--- src/psm_pkg.sv ---
// psm_pkg: shared types, codes and constants of the pose settle monitor.
// No dependencies; imported by the interfaces and by pose_settle_monitor_unit.
package psm_pkg;

    localparam int ANGLE_W   = 16;
    localparam int IDX_W     = 5;
    localparam int MS_W      = 16;
    localparam int TOL_W     = 15;
    localparam int ITV_W     = 8;
    localparam int SETTLE_W  = 17;
    localparam int CNT_W     = 6;
    localparam int REG_IDX_W = 3;
    localparam int CFG_W     = 16;

    typedef enum logic [1:0] {
        CMD_LOAD   = 2'd0,
        CMD_START  = 2'd1,
        CMD_TICK   = 2'd2,
        CMD_SAMPLE = 2'd3
    } t_cmd;

    typedef enum logic [2:0] {
        PH_IDLE      = 3'd0,
        PH_RUNNING   = 3'd1,
        PH_SETTLING  = 3'd2,
        PH_SUCCEEDED = 3'd3,
        PH_FAILED    = 3'd4
    } t_phase;

    typedef enum logic [2:0] {
        ERR_NONE     = 3'd0,
        ERR_BUSY     = 3'd1,
        ERR_DURATION = 3'd2,
        ERR_TIMEOUT  = 3'd3,
        ERR_READ     = 3'd4
    } t_err;

    // configuration register indexes
    localparam logic [REG_IDX_W-1:0] REG_TOLERANCE = 3'd0;
    localparam logic [REG_IDX_W-1:0] REG_TIMEOUT   = 3'd1;
    localparam logic [REG_IDX_W-1:0] REG_SETTLE    = 3'd2;
    localparam logic [REG_IDX_W-1:0] REG_INTERVAL  = 3'd3;
    localparam logic [REG_IDX_W-1:0] REG_MAX_DUR   = 3'd4;

    // configuration reset values
    localparam logic [TOL_W-1:0] RST_TOLERANCE = 15'd32;
    localparam logic [MS_W-1:0]  RST_TIMEOUT   = 16'd1000;
    localparam logic [MS_W-1:0]  RST_SETTLE    = 16'd100;
    localparam logic [ITV_W-1:0] RST_INTERVAL  = 8'd20;
    localparam logic [MS_W-1:0]  RST_MAX_DUR   = 16'd65535;

    typedef struct packed {
        t_cmd                      command;
        logic [IDX_W-1:0]          motor_index;
        logic signed [ANGLE_W-1:0] angle;
        logic [MS_W-1:0]           dur_ms;
        logic                      read_failed;
        logic                      last_sample;
    } t_in_item;

    typedef struct packed {
        t_phase status;
        t_err   error;
        logic   accepted;
        logic   read_request;
    } t_out_item;

    typedef struct packed {
        logic [REG_IDX_W-1:0] index;
        logic [CFG_W-1:0]     value;
    } t_cfg_write;

endpackage

--- src/psm_ifs.sv ---
// psm_ifs: valid/ready channel interfaces for requests, results and config writes.
// Depends on psm_pkg for the payload structs.
interface psm_in_if import psm_pkg::*; ();
    logic     valid;
    logic     ready;
    t_in_item data;

    modport source (output valid, output data, input ready);
    modport sink   (input valid, input data, output ready);
endinterface

interface psm_out_if import psm_pkg::*; ();
    logic      valid;
    logic      ready;
    t_out_item data;

    modport source (output valid, output data, input ready);
    modport sink   (input valid, input data, output ready);
endinterface

interface psm_cfg_if import psm_pkg::*; ();
    logic       valid;
    logic       ready;
    t_cfg_write data;

    modport source (output valid, output data, input ready);
    modport sink   (input valid, input data, output ready);
endinterface

--- src/pose_settle_monitor_unit.sv ---
// pose_settle_monitor_unit: top level of the pose settle monitor.
// Depends on psm_pkg, the channel interfaces in psm_ifs and psm_ram.
//
//  channel   dir   modport       payload        purpose
//  i_in      in    psm_in_if     t_in_item      load / start / tick / sample requests
//  o_out     out   psm_out_if    t_out_item     one result per request
//  i_cfg     in    psm_cfg_if    t_cfg_write    register writes, always ready
//
// One request a cycle, sustained while the output is not stalled. A request enters
// the stage-1 register while its target angle is read from the RAM; from there
// it is evaluated against the state registers and its result lands in the output
// register. A load in stage 1 and a sample entering behind it on the same motor
// are resolved by forwarding the written angle. A stalled output holds stage 1
// and, once stage 1 is full, the input. Reset is synchronous and takes effect at
// once: no clearing pass, target angles are undefined until loaded.
module pose_settle_monitor_unit import psm_pkg::*; #(
    parameter int MOTOR_COUNT = 32
) (
    input  logic       i_clk,
    input  logic       i_rst_n,
    psm_in_if.sink     i_in,
    psm_out_if.source  o_out,
    psm_cfg_if.sink    i_cfg
);
    // the index field is 5 bits, so at most 32 entries are ever addressable
    localparam int MEM_DEPTH = (MOTOR_COUNT < 32) ? MOTOR_COUNT : 32;
    localparam int MEM_AW    = (MEM_DEPTH > 1) ? $clog2(MEM_DEPTH) : 1;
    localparam logic [CNT_W:0] FULL_SET = (CNT_W + 1)'(MOTOR_COUNT);

    // ---------------- configuration registers ----------------
    logic [TOL_W-1:0] r_tol;
    logic [MS_W-1:0]  r_timeout;
    logic [MS_W-1:0]  r_settle_dur;
    logic [ITV_W-1:0] r_interval;
    logic [MS_W-1:0]  r_max_dur;

    assign i_cfg.ready = 1'b1;

    always_ff @(posedge i_clk) begin
        if (!i_rst_n) begin
            r_tol        <= RST_TOLERANCE;
            r_timeout    <= RST_TIMEOUT;
            r_settle_dur <= RST_SETTLE;
            r_interval   <= RST_INTERVAL;
            r_max_dur    <= RST_MAX_DUR;
        end else if (i_cfg.valid) begin
            unique case (i_cfg.data.index)
                REG_TOLERANCE: r_tol        <= i_cfg.data.value[TOL_W-1:0];
                REG_TIMEOUT:   r_timeout    <= i_cfg.data.value[MS_W-1:0];
                REG_SETTLE:    r_settle_dur <= i_cfg.data.value[MS_W-1:0];
                REG_INTERVAL:  r_interval   <= i_cfg.data.value[ITV_W-1:0];
                REG_MAX_DUR:   r_max_dur    <= i_cfg.data.value[MS_W-1:0];
                default: ;  // writes beyond the register list are dropped
            endcase
        end
    end

    // ---------------- handshake and pipeline control ----------------
    logic      r_s1_valid;
    t_in_item  r_s1;
    logic      r_out_valid;
    t_out_item r_out;
    logic      s1_adv;
    logic      in_ready;
    logic      in_acc;

    assign s1_adv   = r_s1_valid && (!r_out_valid || o_out.ready);
    assign in_ready = !r_s1_valid || s1_adv;
    assign in_acc   = i_in.valid && in_ready;

    assign i_in.ready  = in_ready;
    assign o_out.valid = r_out_valid;
    assign o_out.data  = r_out;

    always_ff @(posedge i_clk) begin
        if (!i_rst_n) begin
            r_s1_valid  <= 1'b0;
            r_out_valid <= 1'b0;
        end else begin
            if (in_acc) begin
                r_s1_valid <= 1'b1;
            end else if (s1_adv) begin
                r_s1_valid <= 1'b0;
            end
            if (s1_adv) begin
                r_out_valid <= 1'b1;
            end else if (o_out.ready) begin
                r_out_valid <= 1'b0;
            end
        end
    end

    always_ff @(posedge i_clk) begin
        if (in_acc) begin
            r_s1 <= i_in.data;
        end
    end

    // ---------------- target angle memory ----------------
    logic                      ram_we;
    logic [MEM_AW-1:0]         ram_waddr;
    logic [MEM_AW-1:0]         ram_raddr;
    logic [ANGLE_W-1:0]        ram_rdata;
    logic                      r_fwd;
    logic [ANGLE_W-1:0]        r_fwd_data;
    logic signed [ANGLE_W-1:0] tgt;
    logic                      load_ok;

    assign ram_we    = s1_adv && load_ok;
    assign ram_waddr = r_s1.motor_index[MEM_AW-1:0];
    assign ram_raddr = i_in.data.motor_index[MEM_AW-1:0];

    psm_ram #(
        .WIDTH (ANGLE_W),
        .DEPTH (MEM_DEPTH)
    ) u_target_ram (
        .i_clk   (i_clk),
        .i_we    (ram_we),
        .i_waddr (ram_waddr),
        .i_wdata (r_s1.angle),
        .i_re    (in_acc),
        .i_raddr (ram_raddr),
        .o_rdata (ram_rdata)
    );

    // a load committing on the edge a request reads the same entry
    always_ff @(posedge i_clk) begin
        if (!i_rst_n) begin
            r_fwd <= 1'b0;
        end else if (in_acc) begin
            r_fwd <= ram_we && (ram_waddr == ram_raddr);
        end else if (s1_adv) begin
            r_fwd <= 1'b0;
        end
    end

    always_ff @(posedge i_clk) begin
        if (in_acc) begin
            r_fwd_data <= r_s1.angle;
        end
    end

    assign tgt = r_fwd ? $signed(r_fwd_data) : $signed(ram_rdata);

    // ---------------- monitor state ----------------
    t_phase              r_phase,     n_phase;
    t_err                r_err,       n_err;
    logic [MS_W-1:0]     r_move_time, n_move_time;
    logic [MS_W-1:0]     r_move_dur,  n_move_dur;
    logic [SETTLE_W-1:0] r_settle,    n_settle;
    logic [ITV_W-1:0]    r_tsc,       n_tsc;
    logic                r_checked,   n_checked;
    logic                r_pending,   n_pending;
    logic                r_set_all,   n_set_all;
    logic [CNT_W-1:0]    r_count,     n_count;
    logic                r_within,    n_within;
    logic [SETTLE_W-1:0] r_stable,    n_stable;

    // ---------------- event decode ----------------
    logic                 busy;
    logic                 busy_rej;
    logic                 start_bad;
    logic                 start_ok;
    logic                 is_tick;
    logic                 tick_run;
    logic                 tick_set;
    logic                 reach;
    logic                 tick_check;
    logic                 timeout;
    logic                 request;
    logic                 samp;
    logic                 rfail;
    logic                 samp_ok;
    logic                 in_range;
    logic                 within_tol;
    logic                 set_next;
    logic                 set_good;
    logic                 set_end;
    logic                 success;
    logic [MS_W-1:0]      mt_inc;
    logic [SETTLE_W-1:0]  st_inc;
    logic [SETTLE_W-1:0]  stab_inc;
    logic [ITV_W-1:0]     tsc_inc;
    logic [SETTLE_W-1:0]  eff_st;
    logic [ITV_W-1:0]     eff_tsc;
    logic [CNT_W-1:0]     cnt_next;
    logic signed [ANGLE_W:0] diff;
    logic [ANGLE_W:0]     mag;

    always_comb begin
        busy     = (r_phase == PH_RUNNING) || (r_phase == PH_SETTLING);
        in_range = {2'b00, r_s1.motor_index} < FULL_SET;

        busy_rej  = ((r_s1.command == CMD_LOAD) || (r_s1.command == CMD_START)) && busy;
        load_ok   = (r_s1.command == CMD_LOAD) && !busy && in_range;
        start_bad = (r_s1.command == CMD_START) && !busy
                    && ((r_s1.dur_ms == '0) || (r_s1.dur_ms > r_max_dur));
        start_ok  = (r_s1.command == CMD_START) && !busy && !start_bad;

        // saturating counters
        mt_inc   = (&r_move_time) ? r_move_time : r_move_time + 1'b1;
        st_inc   = (&r_settle)    ? r_settle    : r_settle + 1'b1;
        stab_inc = (&r_stable)    ? r_stable    : r_stable + 1'b1;
        tsc_inc  = (&r_tsc)       ? r_tsc       : r_tsc + 1'b1;

        is_tick  = (r_s1.command == CMD_TICK) && busy;
        tick_run = is_tick && (r_phase == PH_RUNNING);
        tick_set = is_tick && (r_phase == PH_SETTLING);
        reach    = tick_run && !(mt_inc < r_move_dur);

        // entering settling restarts the settle clock; the check clock is still 0
        eff_st     = tick_set ? st_inc  : '0;
        eff_tsc    = tick_set ? tsc_inc : r_tsc;
        tick_check = reach || tick_set;
        timeout    = tick_check && (eff_st > {1'b0, r_timeout});
        request    = tick_check && !timeout && !r_pending
                     && (!r_checked || !(eff_tsc < r_interval));

        samp    = (r_s1.command == CMD_SAMPLE) && (r_phase == PH_SETTLING) && r_pending;
        rfail   = samp && r_s1.read_failed;
        samp_ok = samp && !r_s1.read_failed;

        diff       = $signed({tgt[ANGLE_W-1], tgt})
                     - $signed({r_s1.angle[ANGLE_W-1], r_s1.angle});
        mag        = diff[ANGLE_W] ? $unsigned(-diff) : $unsigned(diff);
        within_tol = mag <= {2'b00, r_tol};

        // an out-of-range motor counts as missing
        set_next = r_set_all && in_range && within_tol;
        cnt_next = (in_range && !(&r_count)) ? r_count + 1'b1 : r_count;
        set_end  = samp_ok && r_s1.last_sample;
        set_good = set_next && ({1'b0, cnt_next} >= FULL_SET);
        success  = set_end && set_good && r_within && (r_stable >= {1'b0, r_settle_dur});
    end

    // ---------------- next phase and stored error ----------------
    always_comb begin
        n_phase = r_phase;
        n_err   = r_err;
        if (start_bad) begin
            n_phase = PH_FAILED;
            n_err   = ERR_DURATION;
        end else if (start_ok) begin
            n_phase = PH_RUNNING;
            n_err   = ERR_NONE;
        end else if (timeout) begin
            n_phase = PH_FAILED;
            n_err   = ERR_TIMEOUT;
        end else if (reach) begin
            n_phase = PH_SETTLING;
        end else if (rfail) begin
            n_phase = PH_FAILED;
            n_err   = ERR_READ;
        end else if (success) begin
            n_phase = PH_SUCCEEDED;
            n_err   = ERR_NONE;
        end
    end

    // ---------------- counters, flags and result ----------------
    t_out_item n_out;

    always_comb begin
        n_move_time = r_move_time;
        n_move_dur  = r_move_dur;
        n_settle    = r_settle;
        n_tsc       = r_tsc;
        n_checked   = r_checked;
        n_pending   = r_pending;
        n_set_all   = r_set_all;
        n_count     = r_count;
        n_within    = r_within;
        n_stable    = r_stable;

        if (start_ok) begin
            n_move_time = '0;
            n_move_dur  = r_s1.dur_ms;
            n_settle    = '0;
            n_tsc       = '0;
            n_checked   = 1'b0;
            n_pending   = 1'b0;
            n_set_all   = 1'b1;
            n_count     = '0;
            n_within    = 1'b0;
            n_stable    = '0;
        end

        if (tick_run) begin
            n_move_time = mt_inc;
        end
        if (tick_check) begin
            n_settle = eff_st;
        end
        if (tick_set) begin
            n_tsc = tsc_inc;
            if (r_within) begin
                n_stable = stab_inc;
            end
        end
        if (timeout || rfail) begin
            n_pending = 1'b0;
        end
        if (request) begin
            n_tsc     = '0;
            n_checked = 1'b1;
            n_pending = 1'b1;
            n_set_all = 1'b1;
            n_count   = '0;
        end

        if (samp_ok) begin
            n_set_all = set_next;
            n_count   = cnt_next;
        end
        if (set_end) begin
            n_pending = 1'b0;
            if (!set_good) begin
                n_within = 1'b0;
            end else if (!r_within) begin
                n_within = 1'b1;
                n_stable = '0;
            end
        end

        n_out.status       = n_phase;
        n_out.error        = busy_rej ? ERR_BUSY : n_err;
        n_out.accepted     = load_ok || start_ok || is_tick || samp;
        n_out.read_request = request;
    end

    always_ff @(posedge i_clk) begin
        if (!i_rst_n) begin
            r_phase     <= PH_IDLE;
            r_err       <= ERR_NONE;
            r_move_time <= '0;
            r_move_dur  <= '0;
            r_settle    <= '0;
            r_tsc       <= '0;
            r_checked   <= 1'b0;
            r_pending   <= 1'b0;
            r_set_all   <= 1'b1;
            r_count     <= '0;
            r_within    <= 1'b0;
            r_stable    <= '0;
        end else if (s1_adv) begin
            r_phase     <= n_phase;
            r_err       <= n_err;
            r_move_time <= n_move_time;
            r_move_dur  <= n_move_dur;
            r_settle    <= n_settle;
            r_tsc       <= n_tsc;
            r_checked   <= n_checked;
            r_pending   <= n_pending;
            r_set_all   <= n_set_all;
            r_count     <= n_count;
            r_within    <= n_within;
            r_stable    <= n_stable;
        end
    end

    always_ff @(posedge i_clk) begin
        if (s1_adv) begin
            r_out <= n_out;
        end
    end

`ifndef ASSERT_OFF
    // a read can only be outstanding while settling
    a_pending_settling: assert property (@(posedge i_clk) disable iff (!i_rst_n)
        (r_phase != PH_SETTLING) |-> !r_pending)
        else $error("read pending outside settling");

    // a request result leaves a read outstanding
    a_request_pending: assert property (@(posedge i_clk) disable iff (!i_rst_n)
        (s1_adv && request) |=> r_pending)
        else $error("read request without pending read");

    // every evaluated request produces a result in the output register
    a_result_loaded: assert property (@(posedge i_clk) disable iff (!i_rst_n)
        s1_adv |=> r_out_valid)
        else $error("result lost from stage 1");

    // forwarding only ever applies to a request held in stage 1
    a_fwd_stage1: assert property (@(posedge i_clk) disable iff (!i_rst_n)
        r_fwd |-> r_s1_valid)
        else $error("forwarded angle without a request in stage 1");

    // a read request is never raised while one is already outstanding
    a_no_double_req: assert property (@(posedge i_clk) disable iff (!i_rst_n)
        (s1_adv && r_pending) |-> !request)
        else $error("second read request while pending");
`endif
endmodule

--- src/psm_ram.sv ---
// psm_ram: generic single-write, single-read RAM with registered read data.
// No package dependency; contents are undefined until written.
module psm_ram #(
    parameter int WIDTH = 16,
    parameter int DEPTH = 32
) (
    input  logic                                 i_clk,
    input  logic                                 i_we,
    input  logic [((DEPTH > 1) ? $clog2(DEPTH) : 1)-1:0] i_waddr,
    input  logic [WIDTH-1:0]                     i_wdata,
    input  logic                                 i_re,
    input  logic [((DEPTH > 1) ? $clog2(DEPTH) : 1)-1:0] i_raddr,
    output logic [WIDTH-1:0]                     o_rdata
);
    logic [WIDTH-1:0] r_mem [DEPTH];
    logic [WIDTH-1:0] r_rdata;

    always_ff @(posedge i_clk) begin
        if (i_we) begin
            r_mem[i_waddr] <= i_wdata;
        end
        if (i_re) begin
            r_rdata <= r_mem[i_raddr];
        end
    end

    assign o_rdata = r_rdata;
endmodule
--- src/flat_wrapper.sv ---
// flat-port wrapper written by rule: the top's interface ports become plain ports
module pose_settle_monitor_unit_flat import psm_pkg::*;
#(
    parameter int MOTOR_COUNT = 32
)
  (i_clk, i_rst_n, i_in_valid, i_in_data, i_in_ready, o_out_valid, o_out_data, o_out_ready, i_cfg_valid, i_cfg_data, i_cfg_ready);
  psm_in_if i_in_i ();
  psm_out_if o_out_i ();
  psm_cfg_if i_cfg_i ();
  input  logic i_clk;
  input  logic i_rst_n;
  input wire logic [$bits(i_in_i.valid)-1:0] i_in_valid;
  input wire logic [$bits(i_in_i.data)-1:0] i_in_data;
  output wire logic [$bits(i_in_i.ready)-1:0] i_in_ready;
  output wire logic [$bits(o_out_i.valid)-1:0] o_out_valid;
  output wire logic [$bits(o_out_i.data)-1:0] o_out_data;
  input wire logic [$bits(o_out_i.ready)-1:0] o_out_ready;
  input wire logic [$bits(i_cfg_i.valid)-1:0] i_cfg_valid;
  input wire logic [$bits(i_cfg_i.data)-1:0] i_cfg_data;
  output wire logic [$bits(i_cfg_i.ready)-1:0] i_cfg_ready;
  assign i_in_i.valid = i_in_valid;
  assign i_in_i.data = i_in_data;
  assign i_in_ready = i_in_i.ready;
  assign o_out_valid = o_out_i.valid;
  assign o_out_data = o_out_i.data;
  assign o_out_i.ready = o_out_ready;
  assign i_cfg_i.valid = i_cfg_valid;
  assign i_cfg_i.data = i_cfg_data;
  assign i_cfg_ready = i_cfg_i.ready;
  pose_settle_monitor_unit #(.MOTOR_COUNT(MOTOR_COUNT)) u_core (.i_clk(i_clk), .i_rst_n(i_rst_n), .i_in(i_in_i), .o_out(o_out_i), .i_cfg(i_cfg_i));
endmodule
--- config.mk ---
export PLATFORM = sky130hd
export DESIGN_NAME = pose_settle_monitor_unit_flat
export DESIGN_NICKNAME = d
export VERILOG_FILES = /design/src/psm_pkg.sv /design/src/psm_ifs.sv /design/src/pose_settle_monitor_unit.sv /design/src/psm_ram.sv /design/src/flat_wrapper.sv
export SDC_FILE = /design/constraint.sdc
export NUM_CORES = 1
export LEC_CHECK = 0
export ABC_AREA = 0
export BUFFER_PORTS_ARGS = -buffer_cell sky130_fd_sc_hd__buf_2
export CAP_MARGIN = 20
export CELL_PAD_IN_SITES_DETAIL_PLACEMENT = 2
export CELL_PAD_IN_SITES_GLOBAL_PLACEMENT = 2
export CORE_AREA = 2 2 260 262
export CTS_BUF_LIST = sky130_fd_sc_hd__clkbuf_2
export CTS_CLUSTER_DIAMETER = 80
export DETAILED_ROUTE_END_ITERATION = 8
export DIE_AREA = 0 0 262 264
export PLACE_DENSITY_LB_ADDON = 0.25
export SYNTH_ARGS = -nofsm -noshare
export SYNTH_HDL_FRONTEND = slang
export SYNTH_SLANG_ARGS = --single-unit
export TNS_END_PERCENT = 1
--- constraint.sdc ---
create_clock -name i_clk -period 17.9 [get_ports i_clk]
set_clock_uncertainty 0.05 [all_clocks]
set_input_delay 0 -clock i_clk [delete_from_list [all_inputs] [get_ports i_clk]]
set_output_delay 0 -clock i_clk [all_outputs]
set_load 0.005 [all_outputs]
# Word level (Yosys, flattened, before mapping)
# Memories as Yosys holds them, arrays and structs flattened. A register that Yosys moved wholly into a read port is not among the register bits.
# Cells that the tools add are included.
totals:
  regBits: 229
  ram_bits: 512
  inputBits: 65
  out_inout_bits: 11
  elab_cells: 188
  memories: 1
op_classes:
  n_addsub: 7
  order_cmp: 7
  eq_ne: 10
  mux: 56
  n_reduce_logical: 76
memory_table:
  columns: ["name", "depth", "word_bits", "read_ports", "rd_ports_with_merged_regs", "write_ports", "line_no", "rtl"]
  rows:
  - ["u_core.u_target_ram.r_mem", 32, 16, 1, 1, 1, "psm_ram.sv:15", "logic [WIDTH-1:0] r_mem [DEPTH];"]
ops:
  columns: ["operator", "n"]
  rows:
  - ["$mux 17", 12]
  - ["$mux 16", 4]
  - ["$mux 8", 5]
  - ["$mux 3", 12]
  - ["$add 17x1->17 const B", 2]
  - ["$reduce_and 17->1", 2]
  - ["$logic_and 1x1->1", 27]
  - ["$mux 6", 4]
  - ["$reduce_and 2->1", 12]
  - ["$mux 1", 19]
  - ["$ge 17x16->1", 1]
  - ["$gt 17x16->1", 1]
  - ["$le 17x15->1", 1]
  - ["$neg 17->17", 1]
  - ["$sub 16x16->17", 1]
  - ["$add 16x1->16 const B", 1]
  - ["$gt 16x16->1", 1]
  - ["$logic_not 16->1", 1]
  - ["$lt 16x16->1", 1]
  - ["$reduce_and 16->1", 1]
  - ["$logic_or 1x1->1", 11]
  - ["$logic_not 1->1", 10]
  - ["$reduce_bool 2->1", 5]
  - ["$eq 3x2->1 const B", 3]
  - ["other kinds (15)", 18]

# Depth between registers and ports, before layout
logic_depth:
  depth_word: 16
  mapped_depth: 27

# Modules after synthesis
# Synthesis repeated with hierarchy kept, for this count alone.
unflattened:
  hier_cells: 2695
  area_unflattened_um2: 33988.8
by_module_without_submodules:
  columns: ["mod", "instances", "cells_per_inst", "area_each_um2"]
  rows:
  - ["psm_ram", 1, 1143, 20694.8]
  - ["pose_settle_monitor_unit", 1, 1552, 13294.0]

# Worst setup path after synthesis
# Ideal clock, no wire load.
synth_path:
  kind: "reg-to-reg"
  startpoint: "reg u_core.r_fwd"
  endpoint: "reg u_core.r_out, in the netlist u_core.o_out.data[2] (data pin)"
  t_arrival_ns: 5.628
  required_time_ns: 17.585
  setup_slack_ns: 11.958
  stages_incl_launch_ff: 26
  n_path_buf: 3
  synth_period_minus_slack_ns: 5.942
  path_cell_list: "dfxtp_1 -> clkbuf_1 -> buf_1 -> mux2i_1 -> ha_1 -> inv_1 -> fa_1 -> a21o_1 -> a221oi_4 -> o221ai_2 -> a31oi_2 -> a221o_2 -> clkbuf_1 -> o31ai_1 -> xnor2_1 -> ha_1 -> a21oi_1 -> nor2_1 -> a2111oi_0 -> nor2_1 -> o31a_1 -> a2111oi_0 -> nor2b_1 -> a21boi_4 -> a31oi_1 -> o22ai_1"
synth_between:
  elab_chain_cells: 16
synth_lines:
  columns: ["item", "line_no", "rtl"]
  rows:
  - ["start: declaration", "pose_settle_monitor_unit.sv:104", "logic r_fwd;"]
  - ["start signal: assignment", "pose_settle_monitor_unit.sv:131", "r_fwd <= ram_we && (ram_waddr == ram_raddr);"]
  - ["$mux 16 (*)", "pose_settle_monitor_unit.sv:143", "assign tgt = r_fwd ? $signed(r_fwd_data) : $signed(ram_rdata);"]
  - ["$sub 16x16->17 (*)", "pose_settle_monitor_unit.sv:224", "- $signed({r_s1.angle[ANGLE_W-1], r_s1.angle});"]
  - ["$neg 17->17", "pose_settle_monitor_unit.sv:225", "mag = diff[ANGLE_W] ? $unsigned(-diff) : $unsigned(diff);"]
  - ["$mux 17 (*)", "pose_settle_monitor_unit.sv:225", null]
  - ["$le 17x15->1 (*)", "pose_settle_monitor_unit.sv:226", "within_tol = mag <= {2'b00, r_tol};"]
  - ["$logic_and 1x1->1 (*)", "pose_settle_monitor_unit.sv:229", "set_next = r_set_all && in_range && within_tol;"]
  - ["$logic_and 1x1->1 (*)", "pose_settle_monitor_unit.sv:232", "set_good = set_next && ({1'b0, cnt_next} >= FULL_SET);"]
  - ["$logic_and 1x1->1 (*) (3 in series)", "pose_settle_monitor_unit.sv:233", "success = set_end && set_good && r_within && (r_stable >= {1'b0, r_settle_dur});"]
  - ["$mux 3 (*)", "pose_settle_monitor_unit.sv:254", "end else if (success) begin"]
  - ["$mux 3 (*)", "pose_settle_monitor_unit.sv:251", "end else if (rfail) begin"]
  - ["$mux 3 (*)", "pose_settle_monitor_unit.sv:249", "end else if (reach) begin"]
  - ["$mux 3 (*)", "pose_settle_monitor_unit.sv:246", "end else if (timeout) begin"]
  - ["$mux 3 (*)", "pose_settle_monitor_unit.sv:243", "end else if (start_ok) begin"]
  - ["$mux 3 (*)", "pose_settle_monitor_unit.sv:240", "if (start_bad) begin"]
  - ["end signal: assignment", "pose_settle_monitor_unit.sv:363", "r_out <= n_out;"]
  - ["end: declaration", "pose_settle_monitor_unit.sv:62", "t_out_item r_out;"]
# Mark *: on every way between the ends. The rest lies on a longest branch, timed or not.
# A chain may end at the register's enable or synchronous reset.

# Worst setup path after layout
layout_path:
  startpoint: "reg u_core.r_fwd"
  endpoint: "reg u_core.r_stable[6]"
layout_between:
  elab_chain_cells: 9
layout_lines:
  columns: ["item", "line_no", "rtl"]
  rows:
  - ["$mux 16 (*)", "pose_settle_monitor_unit.sv:143", null]
  - ["$sub 16x16->17 (*)", "pose_settle_monitor_unit.sv:224", null]
  - ["$neg 17->17", "pose_settle_monitor_unit.sv:225", null]
  - ["$mux 17 (*)", "pose_settle_monitor_unit.sv:225", null]
  - ["$le 17x15->1 (*)", "pose_settle_monitor_unit.sv:226", null]
  - ["$logic_and 1x1->1 (*)", "pose_settle_monitor_unit.sv:229", null]
  - ["$logic_and 1x1->1 (*)", "pose_settle_monitor_unit.sv:232", null]
  - ["$mux 17 (*)", "pose_settle_monitor_unit.sv:317", "if (!set_good) begin"]
  - ["$mux 17 (*)", "pose_settle_monitor_unit.sv:315", "if (set_end) begin"]
  - ["end signal: assignment", "pose_settle_monitor_unit.sv:357", "r_stable <= n_stable;"]
  - ["end: declaration", "pose_settle_monitor_unit.sv:157", "logic [SETTLE_W-1:0] r_stable, n_stable;"]
# Marked as above.

==> run summary <==
outcome -> finished with violations
violated checks -> max-capacitance violations, max-slew violations
global-route wire length before repair -> 228 mm
worst min-delay path endpoint -> u_core.r_s1[12]
reg2reg start -> u_core.r_fwd
die height -> 264 µm
Reg clk slew, reported paths -> 220 ps
commonest cells after routing, fill and taps aside -> edfxtp_1 (593), nand2_1 (267), clkbuf_2 (263)
Slew @ Worst Pin -> 2220 ps
die width -> 262 µm
number of distinct library cells after synthesis -> 84
share of synthesized registers carrying an async set or reset -> 0%
Gates resized, CTS repair -> 0
maximum clock frequency -> 99.8 MHz
Die ar. -> 0.0692 mm²
DRT iter0 DRCs -> 4,423
Clock Tree Buf Depth -> 3
sequential area share after synthesis -> 62.7%
all-layer global routing usage -> 47.9%
Core Util, Final -> 58.7%
Root Buffer -> clkbuf_2
min Tclk post-route -> 10,020 ps
IO buf count -> 74
Worst R2R Path Depth -> 23
Post-route DRC -> 0
PwrDens -> 100 mW/mm²
relative slew slack -> -49.6%
dpl hpwl -> 74.0 mm
Clock H-tree levels -> 4
vias per inst -> 7.27
Hold Crit Start -> i_in_valid
RSZ-0062 raised after global routing -> false
routability cong. -> 0.842
total power -> 3.91 mW
dpl ws -> 10,960 ps
Cell Area, Synth -> 0.0336 mm²
final period utilization -> 56.0%
Slew Limit Fails -> 2
Worst EP required -> 19,280 ps
Worst VDD drop -> 0.0722 mV
syn nets -> 2,558
final WL -> 173 mm
max-cap viol count -> 1
final count of hold timing violations -> 0
Setup-failing EPs final -> 0
gr ovfl total -> 0
#FFs+latches synth -> 757
Rows -> 95
Sink Count -> 757
initial antenna violation count -> 22
P_leak -> 13.8 nW
drt pass-1 iters -> 6
CORE AREA -> 0.0666 mm²
Post-Syn Instances -> 2,385
crit path max fanout -> 17
post-DR wirelength/cell -> 45.2 µm
Yosys warnings -> 0
TritonCTS clock tree -> yes
Avg Synthesized Cell Area -> 14.1 µm²
crit start category -> flip-flop
routed vias -> 27,900
r2r setup slk -> 7880 ps
I/O Pins -> 76
end of the worst register-to-register path -> u_core.r_stable[6]
Starting Density -> 50.5%
crit end category -> flip-flop
final setup margin -> 7880 ps
Hold Path Class -> in2reg
commonest non-fill, non-tap cell in the layout -> edfxtp_1
TritonCTS buffer count -> 192
CP arrival -> 11,400 ps
vias in the first global route -> 29,100
EDFF count, synth -> 593
CP max stage cell -> dfxtp_1
Crit path largest cell delay -> 1180 ps
largest net degree at the start of global routing -> 79
critical path class -> reg2reg
layout net count -> 2,976
ys flop type -> edfxtp_1
share of cells above drive strength 1 -> 22.8%
Worst Hold Depth -> 4
Sum Neg Setup Slack -> 0 ps
Clk Latency, worst-skew pair -> 1770 ps
synth-to-layout area growth -> 16.1%
post-route ant nets -> 0
CP cell instances -> mux2i_1 > ha_1 > inv_1 > fa_1 > a21o_1 > nor4b_1 > mux2i_1 > o22ai_1 > and3_1 > nand2_1 > o31ai_1 > xnor2_1 > ha_1 > a21oi_1 > nor2_1 > a2111oi_0 > nor2_1 > o31a_1 > nor3_1 > nor2b_1 > a211o_1 > o21ai_1 > a22o_1
## kinds of logic (layout without fill, tap and decap cells)
kind of cell,Yosys count,in the layout,share of synthesized area [%]
flip-flops,757,757,62.7
AND/OR/NAND/NOR,663,663,9.27
AO/OA/AOI/OAI,368,368,7.73
buffers and inverters,227,792,2.62
multiplexers,203,203,12.1
adder cells (fa/ha/maj),108,108,4.04
XOR/XNOR,58,58,1.51
other,1,12,0.0111
## final cells by class
type | count | area (µm²)
antenna | 11 | 27.5
clock buffer | 263 | 1320
clock inverter | 78 | 434
fill | 5923 | 27500
inverter | 118 | 443
multi-input combinational | 1401 | 11800
sequential | 757 | 21100
tap | 873 | 1090
timing repair buffer | 333 | 2890
## flip-flops by register name, summed over array words and instances (netlist names), 15 cells and up
signal	count
u_core.r_timeout	16
u_core.r_stable	17
u_core.r_fwd_data	16
u_core.r_tol	15
u_core.r_max_dur	16
u_core.r_settle_dur	16
u_core.r_move_dur	16
u_core.r_s1	36
u_core.u_target_ram.o_rdata	16
u_core.u_target_ram.r_mem	512
u_core.r_settle	17
u_core.r_move_time	16
## per-layer routing
layer  vias to the layer above  part of all wire (%)  GRT usage (%)
met5                         -                 0.073              0
met4                        18                    11           38.2
met3                      1104                    12           14.9
met2                      2833                    46           76.1
met1                     13900                    31           52.9
li1                      10000                     -              -
## cell usage after synthesis, drive strengths merged, types with 10 or more instances
cell type / instances / area (µm²)
a211oi: 10 / 85.1
inv: 118 / 443
mux4: 160 / 3600
o21a: 13 / 98.9
o211ai: 33 / 248
nor4: 13 / 87.6
edfxtp: 593 / 17800
nand3: 71 / 355
nor2: 118 / 443
nor2b: 34 / 213
a21o: 25 / 195
buf: 28 / 130
xor2: 25 / 219
mux2: 33 / 372
or3: 11 / 68.8
a21boi: 89 / 679
a31oi: 13 / 103
and3: 25 / 156
o21ai: 57 / 289
nand4: 36 / 225
a21oi: 67 / 335
mux2i: 10 / 100
xnor2: 33 / 289
nand2: 268 / 1010
ha: 107 / 1340
dfxtp: 164 / 3280
nor3: 32 / 165
o31ai: 10 / 85.1
and2: 13 / 81.3
clkbuf: 81 / 307
## stage by stage
step | hold slack (ps) | cell area [µm²] | std cells
2_1_floorplan | 48.9 | 33600 | 2385
3_3_place_gp | 128 | 35200 | 3283
3_5_place_dp | 130 | 35200 | 3284
4_1_cts | 15.6 | 38900 | 3819
5_1_grt | 65.3 | 39000 | 3827
6_report | 113 | 39000 | 3834
## report_power, final
part | internal, mW | total (mW) | leakage (nW) | switching (mW)
Sequential | 1.91 | 1.94 | 6.72 | 0.0214
Clock | 0.426 | 1.49 | 1.29 | 1.06
Combinational | 0.162 | 0.483 | 5.84 | 0.320
Total | 2.50 | 3.91 | 13.8 | 1.41
## critical path, delay by kind of cell, from the launching register on
| kind | cells | cell delay, ps |
|---|---|---|
| XOR/XNOR | 1 | 260 |
| adder cells (fa/ha/maj) | 3 | 1160 |
| AND/OR/NAND/NOR | 7 | 2040 |
| multiplexers | 2 | 600 |
| buffers and inverters | 1 | 220 |
| flip-flops | 1 | 1180 |
| AO/OA/AOI/OAI | 9 | 4420 |
## how the worst max path moves through the flow
stage / startpoint / end / cells past startpoint
detailed placement: u_core.r_fwd / u_core.o_out.data[2] / 23
CTS: u_core.r_fwd / u_core.o_out.data[2] / 23
global route: u_core.r_fwd / u_core.r_stable[6] / 23
floorplan: u_core.r_fwd / u_core.o_out.data[2] / 25
global placement: u_core.r_fwd / u_core.o_out.data[2] / 23
finish: u_core.r_fwd / u_core.r_stable[6] / 23
## repair_timing
| item | CTS | global route |
|---|---|---|
| hold buffers | 194 | 0 |
| hold endpoints to repair | 302 | 0 |
| buffers inserted | 0 | 0 |
(Power assumes the default switching activity.)
